===== src/design/nfba_pkg.sv =====
`default_nettype none
// ----------------------------------------------------------------------------
// nfba_pkg: shared types and codes of the next-fit id allocator
// Beat payloads, opcodes, status codes, sequencer states and scan-unit
// control and result groups.
// ----------------------------------------------------------------------------
package nfba_pkg;

  // bitmap word width and bit index width
  localparam int MAP_W   = 64;
  localparam int BIT_W   = 6;
  // fixed field widths of the beats
  localparam int FIELD_ID_W = 10;
  localparam int STATUS_W   = 2;

  // opcodes
  localparam logic OP_ALLOC   = 1'b0;
  localparam logic OP_RELEASE = 1'b1;

  // status codes
  localparam logic [STATUS_W-1:0] STAT_ALLOCATED   = 2'd0;
  localparam logic [STATUS_W-1:0] STAT_EXHAUSTED   = 2'd1;
  localparam logic [STATUS_W-1:0] STAT_RELEASED    = 2'd2;
  localparam logic [STATUS_W-1:0] STAT_REL_IGNORED = 2'd3;

  // input beat
  typedef struct packed {
    logic                  opcode;
    logic [FIELD_ID_W-1:0] release_id;
  } in_item_t;

  // result beat
  typedef struct packed {
    logic [FIELD_ID_W-1:0] granted_id;
    logic [STATUS_W-1:0]   status;
    logic                  has_wrapped;
  } out_item_t;

  // sequencer states
  typedef enum logic [1:0] {
    S_CLEAR,
    S_IDLE,
    S_SCAN,
    S_RELEASE
  } state_t;

  // scan unit control: which cursor cut applies to the current word
  typedef struct packed {
    logic             lo_en;  // ignore bits below cut
    logic             hi_en;  // ignore bits at or above cut
    logic [BIT_W-1:0] cut;
  } scan_ctl_t;

  // scan unit result
  typedef struct packed {
    logic             hit;
    logic [BIT_W-1:0] bit_idx;
  } scan_res_t;

endpackage : nfba_pkg
`default_nettype wire


===== src/design/nfba_map_ram.sv =====
`default_nettype none
// ----------------------------------------------------------------------------
// nfba_map_ram: used-bitmap storage
// One write port and one read port, read data registered, one word per beat.
// ----------------------------------------------------------------------------
module nfba_map_ram
  import nfba_pkg::*;
#(
  parameter int DEPTH = 16,
  parameter int AW    = 4
) (
  input  wire logic             clk,
  input  wire logic             wr_en,
  input  wire logic [AW-1:0]    wr_addr,
  input  wire logic [MAP_W-1:0] wr_data,
  input  wire logic [AW-1:0]    rd_addr,
  output logic      [MAP_W-1:0] rd_data
);

  logic [MAP_W-1:0] mem [DEPTH];

  // write port
  always_ff @(posedge clk) begin
    if (wr_en) begin
      mem[wr_addr] <= wr_data;
    end
  end

  // registered read port
  always_ff @(posedge clk) begin
    rd_data <= mem[rd_addr];
  end

endmodule : nfba_map_ram
`default_nettype wire


===== src/design/nfba_word_scan.sv =====
`default_nettype none
// ----------------------------------------------------------------------------
// nfba_word_scan: free-bit search over one bitmap word
// Applies the cursor cut to the word and returns the lowest free bit.
// ----------------------------------------------------------------------------
module nfba_word_scan
  import nfba_pkg::*;
(
  input  wire logic [MAP_W-1:0] word,
  input  wire scan_ctl_t        ctl,
  output scan_res_t             res
);

  logic [MAP_W-1:0] cut_mask;
  logic [MAP_W-1:0] allow;
  logic [MAP_W-1:0] free_bits;
  logic [MAP_W-1:0] lowest;

  // bits at or above the cut
  assign cut_mask = {MAP_W{1'b1}} << ctl.cut;

  // candidate free bits after the cursor cut
  always_comb begin
    allow = {MAP_W{1'b1}};
    if (ctl.lo_en) begin
      allow = allow & cut_mask;
    end
    if (ctl.hi_en) begin
      allow = allow & ~cut_mask;
    end
    free_bits = ~word & allow;
  end

  // isolate lowest free bit
  assign lowest = free_bits & (~free_bits + MAP_W'(1));

  // encode the one-hot position
  always_comb begin
    res.hit = |free_bits;
    for (int k = 0; k < BIT_W; k++) begin
      res.bit_idx[k] = 1'b0;
      for (int i = 0; i < MAP_W; i++) begin
        if (((i >> k) & 1) == 1) begin
          res.bit_idx[k] = res.bit_idx[k] | lowest[i];
        end
      end
    end
  end

endmodule : nfba_word_scan
`default_nettype wire


===== src/design/next_fit_bitmap_id_allocator.sv =====
`default_nettype none
// ----------------------------------------------------------------------------
// next_fit_bitmap_id_allocator: next-fit identifier allocator
// Used-bitmap in a word memory, one shared word-scan unit under a sequencer.
// ----------------------------------------------------------------------------
// After reset the block clears its bitmap, one 64-bit word per cycle, and
// holds in_stall high meanwhile. It then takes one beat at a time. An
// allocate beat scans the bitmap one word per cycle through the single
// memory read port: from the cursor word to the top, then from word 0 up
// to the cursor word. A release beat reads and writes back one word. The
// result beat sits in an output register; ID_COUNT is a power of two from
// 128 to 1024, and granted ids are given in the low 10 bits of granted_id.
// ----------------------------------------------------------------------------
module next_fit_bitmap_id_allocator
  import nfba_pkg::*;
#(
  parameter int ID_COUNT = 1024
) (
  input  wire logic      clk,
  input  wire logic      rst_n,
  input  wire logic      in_valid,
  output logic           in_stall,
  input  wire in_item_t  in_data,
  output logic           out_valid,
  input  wire logic      out_stall,
  output out_item_t      out_data
);

  localparam int IdW       = $clog2(ID_COUNT);
  localparam int WordW     = IdW - BIT_W;
  localparam int MapWords  = ID_COUNT / MAP_W;
  localparam logic [WordW-1:0] LastWord = WordW'(MapWords - 1);
  localparam logic [IdW-1:0]   TopId    = IdW'(ID_COUNT - 1);

  // registers
  state_t             state_r, state_nxt;
  logic [WordW-1:0]   w_r, w_nxt;
  logic               phase2_r, phase2_nxt;
  logic [IdW-1:0]     cursor_r, cursor_nxt;
  logic               wrap_r, wrap_nxt;
  logic [WordW-1:0]   clr_r, clr_nxt;
  logic [BIT_W-1:0]   rel_bit_r, rel_bit_nxt;
  logic               rel_bad_r, rel_bad_nxt;
  logic               out_valid_r;
  out_item_t          out_data_r;

  // memory and scan signals
  logic               wr_en;
  logic [WordW-1:0]   wr_addr;
  logic [MAP_W-1:0]   wr_data;
  logic [WordW-1:0]   rd_addr;
  logic [MAP_W-1:0]   rd_data;
  scan_ctl_t          scan_ctl;
  scan_res_t          scan_res;

  // control helpers
  logic               load_out;
  out_item_t          res;
  logic               out_free;
  logic               at_end;
  logic [IdW-1:0]     hit_id;
  logic               hit_top;
  logic [WordW-1:0]   cur_word;
  logic [BIT_W-1:0]   cur_bit;
  logic [31:0]        rid_ext;
  logic [WordW-1:0]   rid_word;
  logic [BIT_W-1:0]   rid_bit;
  logic               rid_bad;

  // bitmap storage
  nfba_map_ram #(
    .DEPTH (MapWords),
    .AW    (WordW)
  ) u_map (
    .clk     (clk),
    .wr_en   (wr_en),
    .wr_addr (wr_addr),
    .wr_data (wr_data),
    .rd_addr (rd_addr),
    .rd_data (rd_data)
  );

  // shared word scan
  nfba_word_scan u_scan (
    .word (rd_data),
    .ctl  (scan_ctl),
    .res  (scan_res)
  );

  // cursor and release id split
  assign cur_word = cursor_r[IdW-1:BIT_W];
  assign cur_bit  = cursor_r[BIT_W-1:0];
  assign rid_ext  = 32'(in_data.release_id);
  assign rid_word = rid_ext[IdW-1:BIT_W];
  assign rid_bit  = rid_ext[BIT_W-1:0];
  assign rid_bad  = (rid_ext == 32'd0) || (rid_ext >= 32'(ID_COUNT));

  // cursor cut applies in the cursor word only
  assign scan_ctl.lo_en = !phase2_r && (w_r == cur_word);
  assign scan_ctl.hi_en = phase2_r && (w_r == cur_word);
  assign scan_ctl.cut   = cur_bit;

  // end of the current search range
  assign at_end  = phase2_r ? (w_r == cur_word) : (w_r == LastWord);
  assign hit_id  = {w_r, scan_res.bit_idx};
  assign hit_top = (hit_id == TopId);
  assign out_free = !out_valid_r || !out_stall;

  // next state
  always_comb begin
    state_nxt = state_r;
    case (state_r)
      S_CLEAR: begin
        if (clr_r == LastWord) state_nxt = S_IDLE;
      end
      S_IDLE: begin
        if (in_valid) begin
          state_nxt = (in_data.opcode == OP_ALLOC) ? S_SCAN : S_RELEASE;
        end
      end
      S_SCAN: begin
        if ((scan_res.hit || (at_end && phase2_r)) && out_free) state_nxt = S_IDLE;
      end
      S_RELEASE: begin
        if (out_free) state_nxt = S_IDLE;
      end
      default: state_nxt = S_IDLE;
    endcase
  end

  // sequencer outputs and datapath next values
  always_comb begin
    in_stall    = 1'b1;
    rd_addr     = w_r;
    wr_en       = 1'b0;
    wr_addr     = w_r;
    wr_data     = rd_data;
    load_out    = 1'b0;
    res         = '0;
    w_nxt       = w_r;
    phase2_nxt  = phase2_r;
    cursor_nxt  = cursor_r;
    wrap_nxt    = wrap_r;
    clr_nxt     = clr_r;
    rel_bit_nxt = rel_bit_r;
    rel_bad_nxt = rel_bad_r;
    case (state_r)
      S_CLEAR: begin
        // id 0 stays marked used
        wr_en   = 1'b1;
        wr_addr = clr_r;
        wr_data = (clr_r == '0) ? MAP_W'(1) : '0;
        clr_nxt = clr_r + WordW'(1);
      end
      S_IDLE: begin
        in_stall    = 1'b0;
        w_nxt       = (in_data.opcode == OP_ALLOC) ? cur_word : rid_word;
        rd_addr     = w_nxt;
        phase2_nxt  = 1'b0;
        rel_bit_nxt = rid_bit;
        rel_bad_nxt = rid_bad;
      end
      S_SCAN: begin
        if (scan_res.hit) begin
          // found a free id: mark it, move the cursor, report
          if (out_free) begin
            wr_en   = 1'b1;
            wr_data = rd_data | (MAP_W'(1) << scan_res.bit_idx);
            load_out = 1'b1;
            if (hit_top) begin
              cursor_nxt = IdW'(1);
              wrap_nxt   = 1'b1;
            end else begin
              cursor_nxt = hit_id + IdW'(1);
            end
            res.granted_id  = FIELD_ID_W'(hit_id);
            res.status      = STAT_ALLOCATED;
            res.has_wrapped = wrap_nxt;
          end
        end else if (at_end && !phase2_r) begin
          // upper range full: wrap to the bottom
          phase2_nxt = 1'b1;
          wrap_nxt   = 1'b1;
          w_nxt      = '0;
          rd_addr    = '0;
        end else if (at_end) begin
          // both ranges full
          if (out_free) begin
            load_out        = 1'b1;
            res.status      = STAT_EXHAUSTED;
            res.has_wrapped = wrap_r;
          end
        end else begin
          w_nxt   = w_r + WordW'(1);
          rd_addr = w_nxt;
        end
      end
      S_RELEASE: begin
        if (out_free) begin
          load_out        = 1'b1;
          wr_en           = !rel_bad_r;
          wr_data         = rd_data & ~(MAP_W'(1) << rel_bit_r);
          res.status      = rel_bad_r ? STAT_REL_IGNORED : STAT_RELEASED;
          res.has_wrapped = wrap_r;
        end
      end
      default: begin
        in_stall = 1'b1;
      end
    endcase
  end

  // control registers
  always_ff @(posedge clk) begin
    if (!rst_n) begin
      state_r     <= S_CLEAR;
      clr_r       <= '0;
      phase2_r    <= 1'b0;
      cursor_r    <= IdW'(1);
      wrap_r      <= 1'b0;
      out_valid_r <= 1'b0;
    end else begin
      state_r  <= state_nxt;
      clr_r    <= clr_nxt;
      phase2_r <= phase2_nxt;
      cursor_r <= cursor_nxt;
      wrap_r   <= wrap_nxt;
      if (load_out) begin
        out_valid_r <= 1'b1;
      end else if (!out_stall) begin
        out_valid_r <= 1'b0;
      end
    end
  end

  // payload registers
  always_ff @(posedge clk) begin
    w_r       <= w_nxt;
    rel_bit_r <= rel_bit_nxt;
    rel_bad_r <= rel_bad_nxt;
    if (load_out) begin
      out_data_r <= res;
    end
  end

  assign out_valid = out_valid_r;
  assign out_data  = out_data_r;

  // no beat taken while the bitmap is being cleared
  a_no_accept_in_clear : assert property (
    @(posedge clk) disable iff (!rst_n) (state_r == S_CLEAR) |-> in_stall)
    else $error("input beat possible during clearing pass");

  // a result is loaded only into a free output register
  a_load_when_free : assert property (
    @(posedge clk) disable iff (!rst_n) load_out |-> (!out_valid_r || !out_stall))
    else $error("result overwrote a pending beat");

  // cursor never points at id 0
  a_cursor_nonzero : assert property (
    @(posedge clk) disable iff (!rst_n) (cursor_r != '0))
    else $error("cursor reached id 0");

  // id 0 is never granted
  a_grant_nonzero : assert property (
    @(posedge clk) disable iff (!rst_n)
    (state_r == S_SCAN && wr_en) |-> (hit_id != '0))
    else $error("id 0 granted");

  // exhaustion always reports the wrap flag
  a_exhaust_wrapped : assert property (
    @(posedge clk) disable iff (!rst_n)
    (load_out && res.status == STAT_EXHAUSTED) |-> res.has_wrapped)
    else $error("exhausted without wrap flag");

endmodule : next_fit_bitmap_id_allocator
`default_nettype wire

===== config.mk =====
export PLATFORM = sky130hd
export DESIGN_NAME = next_fit_bitmap_id_allocator
export DESIGN_NICKNAME = d
export VERILOG_FILES = /design/src/design/nfba_pkg.sv /design/src/design/nfba_map_ram.sv /design/src/design/nfba_word_scan.sv /design/src/design/next_fit_bitmap_id_allocator.sv
export SDC_FILE = /design/constraint.sdc
export NUM_CORES = 1
export LEC_CHECK = 0
export ABC_AREA = 1
export BUFFER_PORTS_ARGS = -buffer_cell sky130_fd_sc_hd__buf_4
export CORE_UTILIZATION = 56
export CTS_CLUSTER_SIZE = 25
export DETAILED_ROUTE_END_ITERATION = 6
export GPL_TIMING_DRIVEN = 0
export PLACE_DENSITY = 0.72
export SYNTH_ARGS = -nofsm -noshare
export SYNTH_HDL_FRONTEND = slang
export SYNTH_SLANG_ARGS = --single-unit

===== constraint.sdc =====
create_clock -name clk -period 7.85 [get_ports clk]
set_clock_uncertainty 0.2 [all_clocks]
set_input_delay 0.3925 -clock clk [delete_from_list [all_inputs] [get_ports clk]]
set_output_delay 0.3925 -clock clk [all_outputs]
set_load 0.1 [all_outputs]

==> summary.txt <==
Status
  – Status: finished with violations
  – Failing checks: capacitance limit

Worst hold path
  – HP Class: in -> reg

Route
  – Vias per cell: 6.00
  – Drt pass-1 iters: 7
  – Initial DRC count: 4,609
  – Post-Route WL: 172,000 um
  – Number of routed nets with antenna violations: 0
  – DRC viols: 0
  – Vias: 39,381
  – WL per Instance: 26.2 um

Power
  – Pwr dens: 406 nW/um^2
  – P_leak: 22.9 nW
  – Internal power: 0.0135 W
  – Switching Power: 0.0101 W
  – Switching portion of total power: 0.428
  – Combinational share of power: 0.425
  – Clock Power Share: 0.216
  – Sequential power share: 0.360
  – VDD IR-drop max: 0.273 mV

Setup path
  – Worst R2R Path Depth: 24
  – Max incr delay on CP: 1240 ps
  – Crit path max-delay cell type: o22ai_1
  – Critical Path RT: 7910 ps
  – CP Launch Type: flop
  – Crit-path most repeated cell: nand2_1
  – Worst path depth: 24
  – Critical Path AT: 7230 ps
  – Worst setup path end: u_map.mem[0][48]
  – Count of buffer and inverter cells on the critical path: 5
  – Setup CP Type: reg -> reg
  – Worst R2R Setup Slack: 690 ps
  – R2r endpoint: u_map.mem[0][48]
  – Crit-path cells: buf_2 -> nand2_1 -> nor2_1 -> inv_1 -> a21oi_1 -> inv_1 -> nand2_1 -> nand3_1 -> nand2_1 -> nor2_1 -> nand2_1 -> nor2_1 -> nand3_1 -> nor2_2 -> nand2_1 -> nand2_1 -> nor2_1 -> nand3_1 -> inv_1 -> ha_1 -> inv_1 -> nor2_1 -> nand3_1 -> o22ai_1
  – Setup crit end kind: flop
  – Family with the most delay on the worst path: simple AND/OR/NAND/NOR gates
  – Crit-path max FO: 16
  – R2r startpoint: cursor_r[3]
  – Crit path from: cursor_r[3]

Synth
  – Sequential element share of the synthesized area: 0.640
  – Main flop type after synthesis: edfxtp_1
  – Main combinational cell family by area after synthesis: simple AND/OR/NAND/NOR gates
  – Post-Synth XOR/XNOR Area: 0.000677
  – Yosys top cell area share: 0.606
  – Largest cells by area after synthesis: edfxtp_1 (61%), nand2_1 (8.9%), o211ai_1 (5.6%), nand3_1 (5.1%), inv_1 (4.6%)
  – Async set-or-reset flop fraction in the synthesized netlist: 0
  – Top cells by count, synth: nand2_1 (1,229), edfxtp_1 (1,044), inv_1 (636)
  – Syn Nets: 5,091
  – Synth unique cells: 44
  – EDFF count, synth: 1,044
  – Yosys warns: 0
  – Adder-cell area share of the yosys netlist: 0.00314
  – Mapped Area: 51,700 um^2
  – #FFs+latches synth: 1,131
  – Syn Area/Cell: 10.2 um^2
  – Cell taking the most area after synthesis: edfxtp_1
  – Cell with the most instances after synthesis: nand2_1
  – Cells after Synth: 5,063
  – Compound-Gate Fraction of Synth Area: 0.0869
  – Post-synthesis simple-gate area fraction: 0.193
  – Mux cell area share after synthesis: 0

Timing
  – Worst hold margin: 20.8 ps
  – Fmax: 0.140 GHz
  – Slew @ Worst Pin: 1490 ps
  – Max-slew violations: 0
  – Tcrit/Tclk final: 0.912
  – RSZ-0062 raised after global routing: false
  – Slew HR: 0.00403
  – Fin. Hold Viols: 0
  – Tmin final: 7160 ps
  – Final worst-path setup slack: 687 ps
  – Setup violators final: 0

Floorplan
  – Die area: 93,600 um^2
  – Core area: 91,500 um^2
  – Die Y: 306 um
  – I/O pins: 30
  – Die width: 306 um
  – Rows: 111
  – Initial Utilization: 0.565

Place
  – Number of port buffers: 28
  – Placed Cells: 6,341
  – Placed cell area: 54,500 um^2
  – Gpl congestion: 1.04
  – DP HPWL: 129,000 um
  – Setup slack at placement: 745 ps

Clocking
  – Clock slew at reported path FFs: 70 ps
  – CTS Sinks: 1,131
  – CTS resizes: 0
  – Clock buffer depth: 3
  – # H-tree levels: 3
  – CTS tree: done
  – Num CTS Buffers: 109
  – Root buffer cell: clkbuf_16
  – Skew-Pair Late Insertion Delay: 720 ps

Global route
  – Initial antenna violation count: 11
  – Largest net degree at the start of global routing: 50
  – First-pass GRT wire length: 248,000 um
  – Total Routing Usage GR: 0.366
  – Vias in the first global route: 36,992
  – Total gr overflow: 0

Finish
  – Area growth, synth to finish: 12.3%
  – Fillers: 7,198
  – Design area: 58,100 um^2
  – Layout Nets: 5,307
  – Non-filler instance count after layout: 6,563
  – Layout cells sized above 1: 0.104
  – Core Util, Final: 0.635

Run
  – Max Cap Viol: 1
-- state kept, by name, indices dropped and copies added, names as in the netlist, 2 cells and up --
name           flops
u_map.mem       1024
out_data          13
rel_bit_r          6
u_map.rd_data     64
cursor_r          10
w_r                4
state_r            2
clr_r              4
-- per-stage QoR --
step	total power, W	TNS, ps
after floorplan	0.0142	0
after global placement	0.0181	-1650540
after detailed placement	0.0183	0
after CTS	0.0234	0
after global routing	0.0246	0
final	0.0236	0
-- layer usage --
metal,track usage,part of all wire,vias to the layer above
li1,-,-,17904
met1,0.490,0.39,18920
met2,0.581,0.46,2176
met3,0.0738,0.10,367
met4,0.164,0.047,14
met5,0,0.00054,-
-- how the worst min path moves through the flow --
stage | end | startpoint | cells after the start | slack [ps]
floorplan | cursor_r[6] | cursor_r[6] | 2 | 260
global route | state_r[1] | out_stall | 6 | 80
CTS | state_r[1] | out_stall | 6 | 2
finish | state_r[1] | out_stall | 6 | 20
detailed placement | cursor_r[9] | cursor_r[9] | 2 | 270
global placement | cursor_r[9] | cursor_r[9] | 2 | 270
-- cells by family (layout without fill, tap and decap cells) --
logic type,after synthesis,count (layout)
fa+ha+maj,13,13
buf+inv,935,1242
simple gates,2284,2284
xor+xnor,4,4
other cells,0,7
flops,1131,1131
compound gates,696,696
-- worst reg2reg max path: stages (launching register included) --
cell	delay, ps
dfxtp_1	430
buf_2	340
nand2_1	260
nor2_1	320
inv_1	150
a21oi_1	190
inv_1	60
nand2_1	60
nand3_1	320
nand2_1	240
nor2_1	60
nand2_1	50
nor2_1	50
nand3_1	170
nor2_2	90
nand2_1	180
nand2_1	80
nor2_1	230
nand3_1	480
inv_1	220
ha_1	170
inv_1	50
nor2_1	630
nand3_1	450
o22ai_1	1240
-- placed cells by master (no fill, tap or decap), types with 7 or more instances in the layout --
cell type and instances:
clkinv_2 13, nand2_1 1229, o21ai_1 47, nand4_1 103, diode_2 7, or2_2 24, o21ai_2 12, inv_2 10
buf_6 25, buf_2 164, clkbuf_16 111, nand3_1 525, nor2_1 253, o21ai_0 160, a21oi_1 74, dlygate4sd3_1 12
buf_12 29, nand3b_1 26, nand3_2 7, clkinv_1 17, buf_4 86, inv_1 636, o211ai_1 386, nor2_4 19
or2_1 42, dfxtp_1 87, edfxtp_1 1044, nor3_1 18, clkbuf_8 8, ha_1 13, nor2_2 19, clkbuf_1 106
-- area by class of cell --
cell class / count / area (um^2) / area share
flip-flops and latches: 1131 / 33100 / 0.569
multi-input cells: 2997 / 14800 / 0.255
clock buffers: 161 / 3050 / 0.0524
inverters: 648 / 2430 / 0.0419
plain buffers: 287 / 1540 / 0.0265
well taps: 1186 / 1480 / 0.0255
repair buffers: 105 / 1280 / 0.0220
clock inverters: 41 / 392 / 0.00674
diodes: 7 / 17.5 / 0.000301
-- power groups by stage --
stage	Clock (W)	Sequential, W	Combinational, W
global placement	0	0.00875	0.00934
floorplan	0	0.00839	0.00580
global route	0.00534	0.00854	0.0107
finish	0.00509	0.00849	0.0100
CTS	0.00510	0.00845	0.00983
detailed placement	0	0.00857	0.00977
-- timing repair --
action,CTS,global route
endpoints found under the hold margin,17,0
hold buffers,12,0
buffers inserted,0,0
Note: power is estimated with default switching activity, not from simulation.
